$ cat src/sv/vtd_pkg.sv
// Shared types and constants for the vertex triple deduplication block.
`default_nettype none

package vtd_pkg;

    localparam int DEF_TABLE_DEPTH = 256;
    localparam int DEF_INDEX_WIDTH = 16;
    localparam int IDX_FIELD_W     = 16;
    localparam int SLOT_OUT_W      = 8;

    typedef struct packed {
        logic                   mesh_start;
        logic [IDX_FIELD_W-1:0] position_index;
        logic [IDX_FIELD_W-1:0] texcoord_index;
        logic [IDX_FIELD_W-1:0] normal_index;
    } t_in_item;

    typedef struct packed {
        logic [SLOT_OUT_W-1:0] vertex_slot;
        logic                  is_new;
        logic                  table_full;
    } t_out_item;

    typedef struct packed {
        logic valid;
        logic done;
        logic is_new;
    } t_tok_flags;

endpackage

`default_nettype wire

$ cat src/sv/vtd_cell.sv
// One table cell: holds one stored triple and passes the lookup token to its neighbor.
`default_nettype none

module vtd_cell
    import vtd_pkg::*;
#(
    parameter int KW   = 48,
    parameter int CW   = 9,
    parameter int SW   = 8,
    parameter int SLOT = 0
) (
    input  wire logic        i_clk,
    input  wire logic        i_rst_n,
    input  wire t_tok_flags  i_flags,
    input  wire logic [CW-1:0] i_rem,
    input  wire logic [SW-1:0] i_slot,
    input  wire logic [KW-1:0] i_key,
    output t_tok_flags       o_flags,
    output logic [CW-1:0]    o_rem,
    output logic [SW-1:0]    o_slot,
    output logic [KW-1:0]    o_key
);

    logic [KW-1:0] r_key;
    t_tok_flags    r_flags;
    t_tok_flags    n_flags;
    logic [CW-1:0] r_rem;
    logic [CW-1:0] n_rem;
    logic [SW-1:0] r_slot;
    logic [SW-1:0] n_slot;
    logic [KW-1:0] r_tok_key;
    logic          live;
    logic          hit;
    logic          append;

    always_comb begin
        live    = i_flags.valid && !i_flags.done;
        hit     = live && (i_rem != '0) && (r_key == i_key);
        append  = live && (i_rem == '0);
        n_flags.valid  = i_flags.valid;
        n_flags.done   = i_flags.done || hit || append;
        n_flags.is_new = i_flags.is_new || append;
        n_rem   = (live && (i_rem != '0)) ? i_rem - CW'(1) : i_rem;
        n_slot  = (hit || append) ? SW'(SLOT) : i_slot;
    end

    always_ff @(posedge i_clk) begin
        if (!i_rst_n) begin
            r_flags <= '0;
        end else begin
            r_flags <= n_flags;
        end
    end

    always_ff @(posedge i_clk) begin
        r_rem     <= n_rem;
        r_slot    <= n_slot;
        r_tok_key <= i_key;
        if (append) begin
            r_key <= i_key;
        end
    end

    assign o_flags = r_flags;
    assign o_rem   = r_rem;
    assign o_slot  = r_slot;
    assign o_key   = r_tok_key;

endmodule

`default_nettype wire

$ cat config.mk
export PLATFORM = sky130hd
export DESIGN_NAME = vtd_cell
export DESIGN_NICKNAME = d
export VERILOG_FILES = /design/src/sv/vtd_pkg.sv /design/src/sv/vtd_cell.sv
export SDC_FILE = /design/constraint.sdc
export NUM_CORES = 1
export LEC_CHECK = 0
export ABC_AREA = 1
export BUFFER_PORTS_ARGS = -buffer_cell sky130_fd_sc_hd__buf_4
export CELL_PAD_IN_SITES_DETAIL_PLACEMENT = 1
export CELL_PAD_IN_SITES_GLOBAL_PLACEMENT = 1
export CORE_MARGIN = 4
export CORE_UTILIZATION = 37
export CTS_CLUSTER_DIAMETER = 120
export DETAILED_ROUTE_END_ITERATION = 16
export PLACE_DENSITY_LB_ADDON = 0.2
export SLEW_MARGIN = 10
export SYNTH_ARGS = -nofsm -noshare
export SYNTH_HDL_FRONTEND = slang
export SYNTH_SLANG_ARGS = --single-unit
$ cat constraint.sdc
create_clock -name i_clk -period 3 [get_ports i_clk]
set_input_delay 0.45 -clock i_clk [delete_from_list [all_inputs] [get_ports i_clk]]
set_output_delay 0.45 -clock i_clk [all_outputs]
set_load 0.01 [all_outputs]
==> impl_metrics.py, run 1 <==
metrics = {
    "run_status": {
        "status": "finished, final reports clean",
    },
    "timing": {
        "period_minus_slack_ps": 1830,
        "worstMarginPinSlew_ps": 500,
        "max_slew_margin": 0.666,
        "finalSetupViolCount": 0,
        "tns_ps": 0,
        "finalCritPeriodShare": 0.608,
        "drv_slew": 0,
        "rsz0062_at_grt": "no",
        "clock.fmax_ghz": 0.548,
        "finClkSkew_ps": 6.27,
        "finalHoldViolations": 0,
    },
    "setup_path": {
        "r2r_cells": 10,
        "required_ps": 3090,
        "regToRegEndpoint": "o_slot[7]",
        "start_kind": "input port",
        "startpoint": "i_rem[0]",
        "path_max_fanout": 29,
        "rr_startpoint": "r_key[5]",
        "crit_path_end_kind": "flop",
        "crit_type": "input port to flop",
        "critPathArrivalTime_ps": 1920,
        "ff2ff_setup_slack_ps": 1450,
    },
    "cts": {
        "cts_htree_levels": 4,
        "clk-insertion-delay-late_ps": 400,
        "cts_sinks": 116,
        "root_buffer": "clkbuf_16",
        "clk_pin_slew_ps": 50,
        "cts_setup_buffers": 0,
        "cts_hold_buf": 0,
        "cts_buffer_depth": 2,
        "cts_tree": "done",
        "cts_resized": 0,
        "cts_buffers": 17,
    },
    "pwr": {
        "power.leakage_uw": 0.00300,
        "powerDensity_nw_per_um2": 647,
        "ir_drop_mv": 0.514,
        "total_power_uw": 3850,
    },
    "route": {
        "wl_mm": 10.1,
        "drc": 0,
        "wl_met2_mm": 5.44,
        "via_count": 3293,
        "wl_met3_um": 589,
        "wl_met1_mm": 3.84,
        "top_layer": "met4",
        "ant_nets": 0,
        "drtIter0Drc": 87,
        "routed_via_density": 4.36,
        "first_pass_iters": 4,
        "wl_per_cell_um": 13.3,
    },
    "logic_synthesis": {
        "yosys.area_share.adder": 0.00299,
        "syn-cell-area_um2": 4180,
        "netlist_instances": 447,
        "asyncSetResetFlopFracSynth": 0,
        "synth_seq_cells": 116,
        "ys_warn_count": 0,
        "synthXorXnorAreaFrac": 0.0230,
        "syn_nets": 518,
        "ys.flop_type": "dfxtp_1",
        "syn_area_per_cell_um2": 9.35,
        "synth_edf_count": 48,
        "yosys.area_share.simple": 0.218,
        "synth_compound_area_frac": 0.00419,
        "synth_mux_area_frac": 0,
        "synth_top_family_by_area": "simple AND/OR/NAND/NOR gates",
        "ys_seq_area_frac": 0.670,
        "synth_cell_types": 22,
    },
    "cells_and_area": {
        "areaGrowthSynthToFinish_pct": 42.2,
        "final_cell_mix": "buf_4, nand2_1, inv_1, nor2_1, dfxtp_1",
        "finalNetCount": 675,
        "final_common_cell": "buf_4",
        "drive_gt1_frac": 0.282,
        "final_core_util": 0.544,
        "insertedDiodeCount": 0,
    },
    "floorplanning": {
        "pin_count": 138,
        "core_um2": 10900,
        "start_util": 0.382,
        "die_h_um": 114,
        "num_rows": 38,
        "design.die.area_um2": 13100,
        "fp.dieW_um": 114,
    },
    "global_routing": {
        "grt_pass1_wl_mm": 16.4,
        "overflow": 0,
        "grt_max_degree": 30,
        "globalRouteTotalUtil": 0.162,
        "antenna_found_initial": 0,
        "grt_pass1_vias": 3638,
    },
    "worst_hold_path": {
        "hold_path_depth": 1,
        "worstHoldPathType": "input port to flop",
        "worstHoldStart": "i_key[22]",
        "hold_end": "o_key[22]",
    },
    "placed_design": {
        "dpl.hpwl_mm": 7.31,
        "numPortBuffers": 137,
        "gp_congestion": 0.733,
    },
    "flow_run": {
        "drv_cap": 0,
    },
}
kinds of logic (layout without fill, tap and decap cells):
group,after synthesis,after routing
flip-flops,116,116
adder cells (fa/ha/maj),1,1
AO/OA/AOI/OAI,3,3
AND/OR/NAND/NOR,225,225
buffers and inverters,91,260
XOR/XNOR,11,11
layer usage:
layer / GRT usage / vias up
li1: - / 1647
met1: 0.173 / 1549
met2: 0.289 / 79
met3: 0.0550 / 18
met4: 0.0697 / 0
met5: 0 / -
worst max path at each step:
stage	end	slack, ps	depth (start not counted)
after global routing	r_key[34]	1070	8
final	r_key[34]	1170	8
after CTS	r_key[46]	1160	8
after floorplan	r_key[0]	610	6
after detailed placement	r_key[32]	780	8
after global placement	r_key[33]	820	8
registers in the layout, summed over array words and instances, names as in the netlist:
name / cells
o_key: 48
r_key: 48
o_rem: 9
o_slot: 8
o_flags: 3
stage by stage:
stage,instance area [um^2],setup WS [ps],hold WS (ps),std cells
floorplan,4180,611,478,447
global placement,5410,817,578,725
detailed placement,5410,780,582,725
CTS,5940,1160,159,756
global route,5940,1070,154,756
finish,5940,1170,177,756
worst max-delay path: stages:
cell	delay, ps
buf_4	120
inv_1	80
ha_1	210
nand2_2	90
nor2_4	150
nand3_1	130
inv_2	400
buf_12	270
area by class of cell:
type                    count  area (um^2)
fillers                  1272         4990
clock inverters             5         50.0
clock buffers              26          489
repair buffers            138         1050
inverters                  91          342
multi-input cells         240         1040
flip-flops and latches    116         2800
well taps                 140          175
power breakdown:
part	switching, uW	internal [uW]
clock	659	1190
sequential	14.1	1690
combinational	137	149
total	810	3040
cell usage after synthesis, types with 2 or more instances:
cell | n | area [um^2]
xnor2_1 | 3 | 26.3
nand2_1 | 131 | 492
dfxtp_1 | 68 | 1360
nor2_1 | 76 | 285
xor2_1 | 8 | 70.1
edfxtp_1 | 48 | 1440
inv_1 | 90 | 338
nand2_2 | 4 | 25.0
nand3_1 | 4 | 20.0
nor4_1 | 2 | 12.5
nand4_1 | 2 | 12.5
Note: power is estimated with default switching activity, not from simulation.
==> run 2, diff against run 1 <==
==> constraint.sdc (replaced) <==
create_clock -name i_clk -period 1.9 [get_ports i_clk]
set_input_delay 0.285 -clock i_clk [delete_from_list [all_inputs] [get_ports i_clk]]
set_output_delay 0.285 -clock i_clk [all_outputs]
set_load 0.01 [all_outputs]
==> run 2 against run 1 <==
Final area grew 7.6%. Sequential share of layout area decreased by 3.3 points. Count of clock-buffer cells in the layout is the same. Routed wire length increased by 10%. Global-route usage rose by 1.9 points. Final cell count grew 6.1%. Sequential power is 58% higher. Power increased by 56%. Combinational power rose by 85%. Setup slack worse by 1000 ps. Core utilization grew 4.1 points. Largest cell class unchanged. Largest power group unchanged.
==> impl_metrics.py, run 2 (synthesis results as in run 1) <==
metrics = {
    "run_status": {
        "status": "finished, final reports clean",
    },
    "cells_and_area": {
        "finish.instance_area_um2": 6390,
        "insertedDiodeCount": 0,
        "final_common_cell": "buf_4",
        "regArea_um2": 2800,
        "final_cell_mix": "buf_4, nand2_1, inv_1, nor2_1, dfxtp_1",
        "areaGrowthSynthToFinish_pct": 52.9,
        "fill_cells": 1263,
        "finalNetCount": 720,
        "drive_gt1_frac": 0.267,
        "multi_input_area_um2": 1040,
    },
    "route": {
        "first_pass_iters": 4,
        "ant_nets": 0,
        "drc": 0,
        "wl_met2_mm": 6.19,
        "drtIter0Drc": 96,
        "routed_via_density": 4.34,
        "wl_per_cell_um": 13.8,
        "top_layer": "met4",
        "wl_met3_um": 614,
        "wl_met1_mm": 4.08,
        "via_count": 3483,
        "wl_mm": 11.1,
    },
    "worst_hold_path": {
        "worstHoldPathType": "input port to flop",
    },
    "timing": {
        "finalSetupViolCount": 0,
        "drv_slew": 0,
        "finalHoldViolations": 0,
        "finClkSkew_ps": 4.67,
        "worstMarginPinSlew_ps": 364,
        "period_minus_slack_ps": 1750,
        "max_slew_margin": 0.755,
        "whs_ps": 21.4,
        "clock.fmax_ghz": 0.571,
        "finalCritPeriodShare": 0.922,
        "tns_ps": 0,
        "rsz0062_at_grt": "no",
    },
    "setup_path": {
        "crit_path_end": "o_slot[1]",
        "crit_chain": "dlygate4sd3_1 > buf_4 > nor2_1 > nor2_1 > nor2_1 > nand2_1 > nor2_1 > nand2_1 > nor2_1 > nand3_2 > nand2_2 > nor2_1",
        "startpoint": "i_key[1]",
        "crit_type": "input port to flop",
        "start_kind": "input port",
        "regToRegEndpoint": "o_slot[1]",
        "path_max_fanout": 8,
        "path_buf_inv": 2,
        "critPathArrivalTime_ps": 2040,
        "rr_startpoint": "r_key[4]",
        "worst_path_most_repeated_cell": "nor2_1",
        "critical-path-max-stage-delay_ps": 560,
        "ff2ff_setup_slack_ps": 300,
        "worst_path_max_delay_cell": "dlygate4sd3_1",
        "r2r_cells": 10,
        "required_ps": 2190,
        "cp.depth": 12,
        "cp_top_family": "simple AND/OR/NAND/NOR gates",
        "crit_path_end_kind": "flop",
    },
    "floorplanning": {
        "core_um2": 10900,
        "pin_count": 138,
        "fp.dieW_um": 114,
        "design.die.area_um2": 13100,
        "start_util": 0.382,
        "die_h_um": 114,
        "num_rows": 38,
    },
    "pwr": {
        "pwr-share-clk": 0.463,
        "p_sw_uw": 1300,
        "internal_power_uw": 4720,
        "ir_drop_mv": 0.542,
        "p_comb_frac": 0.088,
        "power_frac_seq": 0.448,
        "total_power_uw": 6020,
        "p_sw_frac": 0.215,
        "power.leakage_uw": 0.00318,
        "powerDensity_nw_per_um2": 941,
    },
    "global_routing": {
        "grt_pass1_wl_mm": 18.1,
        "overflow": 0,
        "globalRouteTotalUtil": 0.181,
        "grt_pass1_vias": 3916,
        "grt_max_degree": 31,
        "antenna_found_initial": 0,
    },
    "placed_design": {
        "dpl.hpwl_mm": 7.68,
        "placed_cell_area_um2": 5430,
        "gp_congestion": 0.719,
        "numPortBuffers": 137,
    },
    "cts": {
        "cts_sinks": 116,
        "clk-insertion-delay-late_ps": 410,
        "root_buffer": "clkbuf_16",
        "cts_htree_levels": 4,
        "cts_tree": "done",
        "cts_buffers": 17,
        "cts_resized": 0,
        "cts_buffer_depth": 2,
        "clk_pin_slew_ps": 50,
    },
    "flow_run": {
        "drv_cap": 0,
    },
}
run 2: cell types whose count changed in the layout (fill, tap and decap cells not counted), sizes merged:
| cell | before | now |
|---|---|---|
| inv | 91 | 90 |
| clkinvlp | 0 | 1 |
| bufinv | 1 | 0 |
| dlygate4sd3 | 0 | 44 |
| buf | 138 | 139 |
| clkinv | 4 | 6 |
run 2: routing by layer:
| metal | track usage | vias to the layer above |
|---|---|---|
| met5 | 0 | - |
| met4 | 0.0744 | 0 |
| met3 | 0.0592 | 17 |
| met2 | 0.342 | 84 |
| met1 | 0.181 | 1649 |
| li1 | - | 1733 |
run 2: through the flow:
stage | std cells | setup slack (ps) | utilization
after floorplan | 447 | 41.4 | -
after global placement | 726 | 210 | 0.497
after detailed placement | 726 | 177 | 0.497
after CTS | 800 | 142 | 0.583
after global routing | 802 | 35.1 | 0.585
final | 802 | 148 | 0.585
run 2: power groups by stage:
stage / Sequential, uW / Combinational [uW] / Clock, uW
after floorplan: 2790 / 104 / 0
after global placement: 2740 / 440 / 0
after detailed placement: 2750 / 460 / 0
after CTS: 2700 / 535 / 2860
after global routing: 2710 / 585 / 3000
final: 2700 / 530 / 2790
run 2: worst reg2reg max path, stage by stage (launching register included):
cell	delay, ps
edfxtp_1	390
nand2_1	90
nand2_1	60
nor2_1	130
nand2_1	80
nor2_1	150
nand2_1	110
nor2_1	160
nand3_2	90
nand2_2	150
nor2_1	70
run 2: repair_timing:
action / CTS / global route
hold buffers: 42 / 2
endpoints found under the hold margin: 42 / 2
buffers inserted: 0 / 0
run 2: layout make-up:
class / count / area share
flip-flops and latches: 116 / 0.438
well taps: 140 / 0.0274
repair buffers: 183 / 0.236
inverters: 91 / 0.0540
multi-input cells: 240 / 0.163
clock buffers: 26 / 0.0765
clock inverters: 6 / 0.00470
run 2: worst min path at each step:
| stage | startpoint | depth (start not counted) | to | slack, ps |
|---|---|---|---|---|
| finish | i_key[10] | 1 | o_key[10] | 20 |
| global route | i_key[10] | 1 | o_key[10] | 4 |
| CTS | i_key[29] | 1 | o_key[29] | 0.6 |
| detailed placement | i_key[47] | 1 | o_key[47] | 420 |
| global placement | i_key[47] | 1 | o_key[47] | 410 |
| floorplan | i_key[0] | 0 | o_key[0] | 310 |
==> run 3, diff against run 2 <==
--- a/config.mk
+++ b/config.mk
@@ -5,12 +5,12 @@
 export SDC_FILE = /design/constraint.sdc
 export NUM_CORES = 1
 export LEC_CHECK = 0
-export ABC_AREA = 1
 export BUFFER_PORTS_ARGS = -buffer_cell sky130_fd_sc_hd__buf_4
+export CAP_MARGIN = 20
 export CELL_PAD_IN_SITES_DETAIL_PLACEMENT = 1
 export CELL_PAD_IN_SITES_GLOBAL_PLACEMENT = 1
 export CORE_MARGIN = 4
-export CORE_UTILIZATION = 37
+export CORE_UTILIZATION = 38
 export CTS_CLUSTER_DIAMETER = 120
 export DETAILED_ROUTE_END_ITERATION = 16
 export PLACE_DENSITY_LB_ADDON = 0.2
==> run 3 against run 2 <==
The run now ends with setup timing left. Critical endpoint is now o_slot[0]. Routed wire length shrank 10%. Fmax decreased by 8.3%. Final cell count decreased by 26%. Final area fell by 2.2%. Global-route usage grew 0.52 points. Critical path type unchanged.
==> impl_metrics.py, run 3 <==
metrics = {
    "run_status": {
        "status": "finished with violations",
        "violations": "setup timing",
    },
    "floorplanning": {
        "start_util": 0.391,
        "pin_count": 138,
        "fp.dieW_um": 106,
        "core_um2": 9280,
        "num_rows": 35,
        "die_h_um": 106,
        "design.die.area_um2": 11200,
    },
    "logic_synthesis": {
        "synthXorXnorAreaFrac": 0.130,
        "asyncSetResetFlopFracSynth": 0,
        "synth_cell_types": 23,
        "ys_seq_area_frac": 0.773,
        "synth.largest_area_cell": "edfxtp_1",
        "synthTopCellsByArea": "edfxtp_1, dfxtp_1, xnor2_1",
        "syn_nets": 296,
        "synth_edf_count": 48,
        "synth_top_area_frac": 0.398,
        "synth_compound_area_frac": 0.0145,
        "yosys-top-cells-count": "dfxtp_1, xnor2_1, edfxtp_1",
        "synth_top_family_by_area": "XOR/XNOR gates",
        "yosys.area_share.simple": 0.0725,
        "ys_warn_count": 0,
        "netlist_instances": 225,
        "yosys.area_share.adder": 0.00345,
        "syn_area_per_cell_um2": 16.1,
        "syn-cell-area_um2": 3630,
        "synth_mux_area_frac": 0,
        "synth_seq_cells": 116,
        "yosysMostFrequentCell": "dfxtp_1",
        "ys.flop_type": "dfxtp_1",
    },
    "timing": {
        "rsz0062_at_grt": "yes",
        "period_minus_slack_ps": 1910,
        "tns_ps": -33.1,
        "clock.fmax_ghz": 0.524,
        "finalHoldViolations": 0,
        "finClkSkew_ps": 10.1,
        "max_slew_margin": 0.772,
        "finalCritPeriodShare": 1.01,
        "drv_slew": 0,
        "worst_slack_ps": -9.96,
        "finalSetupViolCount": 4,
        "worstMarginPinSlew_ps": 339,
    },
    "cells_and_area": {
        "final_cell_mix": "buf_4, dfxtp_1, dlygate4sd3_1, xnor2_1, edfxtp_1",
        "multi_input_area_um2": 878,
        "finalNetCount": 520,
        "regArea_um2": 2800,
        "finalNonFillerCells": 591,
        "fill_cells": 859,
        "final_common_cell": "buf_4",
        "final_core_util": 0.673,
        "insertedDiodeCount": 0,
        "areaGrowthSynthToFinish_pct": 72.4,
        "drive_gt1_frac": 0.418,
        "finish.instance_area_um2": 6250,
    },
    "placed_design": {
        "gp_congestion": 0.740,
        "dp.cells": 500,
        "dpl.hpwl_mm": 6.33,
        "numPortBuffers": 137,
        "placed_cell_area_um2": 4960,
    },
    "pwr": {
        "total_power_uw": 6690,
        "power.leakage_uw": 0.00255,
        "powerDensity_nw_per_um2": 1070,
        "ir_drop_mv": 0.601,
    },
    "setup_path": {
        "required_ps": 2280,
        "crit_type": "input port to flop",
        "path_max_fanout": 8,
        "start_kind": "input port",
        "critPathArrivalTime_ps": 2290,
        "crit_path_end_kind": "flop",
    },
    "route": {
        "via_count": 2599,
        "drtIter0Drc": 63,
        "drc": 0,
        "wl_per_cell_um": 16.8,
        "first_pass_iters": 4,
        "wl_mm": 9.94,
        "routed_via_density": 4.40,
        "ant_nets": 0,
    },
    "global_routing": {
        "overflow": 0,
        "globalRouteTotalUtil": 0.186,
        "grt_pass1_vias": 2971,
        "antenna_found_initial": 0,
        "grt_pass1_wl_mm": 15.8,
        "grt_max_degree": 30,
    },
    "cts": {
        "cts_htree_levels": 4,
        "cts_tree": "done",
        "cts_buffers": 17,
        "root_buffer": "clkbuf_8",
        "cts_setup_buffers": 0,
        "cts_sinks": 116,
        "clk_pin_slew_ps": 60,
        "clk-insertion-delay-late_ps": 500,
        "cts_buffer_depth": 2,
    },
    "flow_run": {
        "drv_cap": 0,
    },
    "worst_hold_path": {
        "worstHoldPathType": "input port to flop",
    },
}
## run 3: cell count changes in the layout (fill, tap and decap cells not counted), moves of 8 or more
cell and change:
and3_1 +8, dlygate4sd3_1 +15, inv_1 -86, nand2_1 -126, nand4_1 +13, nor2_1 -72
xnor2_1 +46
## run 3: timing repair
action                     CTS  global route
setup endpoints to repair    8             8
resized for setup            2             6
hold buffers                59             0
hold endpoints to repair   106             0
pin swaps                    0             5
## run 3: path summary, 6_finish.rpt
| kind | from | end | slack (ps) | cells after the start |
|---|---|---|---|---|
| max | i_key[43] | o_slot[0] | -10 | 9 |
| min | i_rem[5] | o_rem[5] | 40 | 2 |
| max reg2reg | r_key[41] | o_slot[0] | 60 | 7 |
| min reg2reg | r_key[17] | o_flags[1] | 880 | 6 |
## run 3: metal layers
layer / vias up / track usage / part of all wire
li1: 1248 / - / -
met1: 1247 / 0.205 / 0.40
met2: 93 / 0.331 / 0.53
met3: 11 / 0.0539 / 0.055
met4: 0 / 0.0851 / 0.018
met5: - / 0 / 0
## run 3: kinds of logic after synthesis
logic type / count (synthesis)
AO/OA/AOI/OAI: 5
XOR/XNOR: 54
adder cells (fa/ha/maj): 1
buffers and inverters: 6
flip-flops: 116
AND/OR/NAND/NOR: 43
## run 3: through the flow
| step | hold WS, ps | setup slack (ps) |
|---|---|---|
| finish | 37.9 | -9.96 |
| global route | 16.9 | -37.8 |
| CTS | 4.02 | 30.1 |
| detailed placement | 415 | -29.6 |
| global placement | 416 | 9.73 |
| floorplan | 313 | -106 |
## run 3: worst max-delay path: stages
cell and delay [ps]:
dlygate4sd3_1 540, buf_4 160, xnor2_2 160, nand4_1 180
nor4_4 330, buf_4 160, nand4_1 110, buf_6 180
and3_1 180
## run 3: area by class of cell
cell class | instances | area share
Sequential cell | 116 | 0.448
Clock inverter | 15 | 0.0364
Timing Repair Buffer | 205 | 0.274
Multi-Input combinational cell | 103 | 0.141
Clock buffer | 17 | 0.0663
Tap cell | 129 | 0.0258
Inverter | 6 | 0.00821
## run 3: where the power goes
part / leakage [uW] / switching (uW) / total, uW / internal (uW)
logic: 0.00124 / 219 / 547 / 328
registers: 0.00100 / 25.0 / 2700 / 2670
clock network: 0.000309 / 1170 / 3450 / 2280
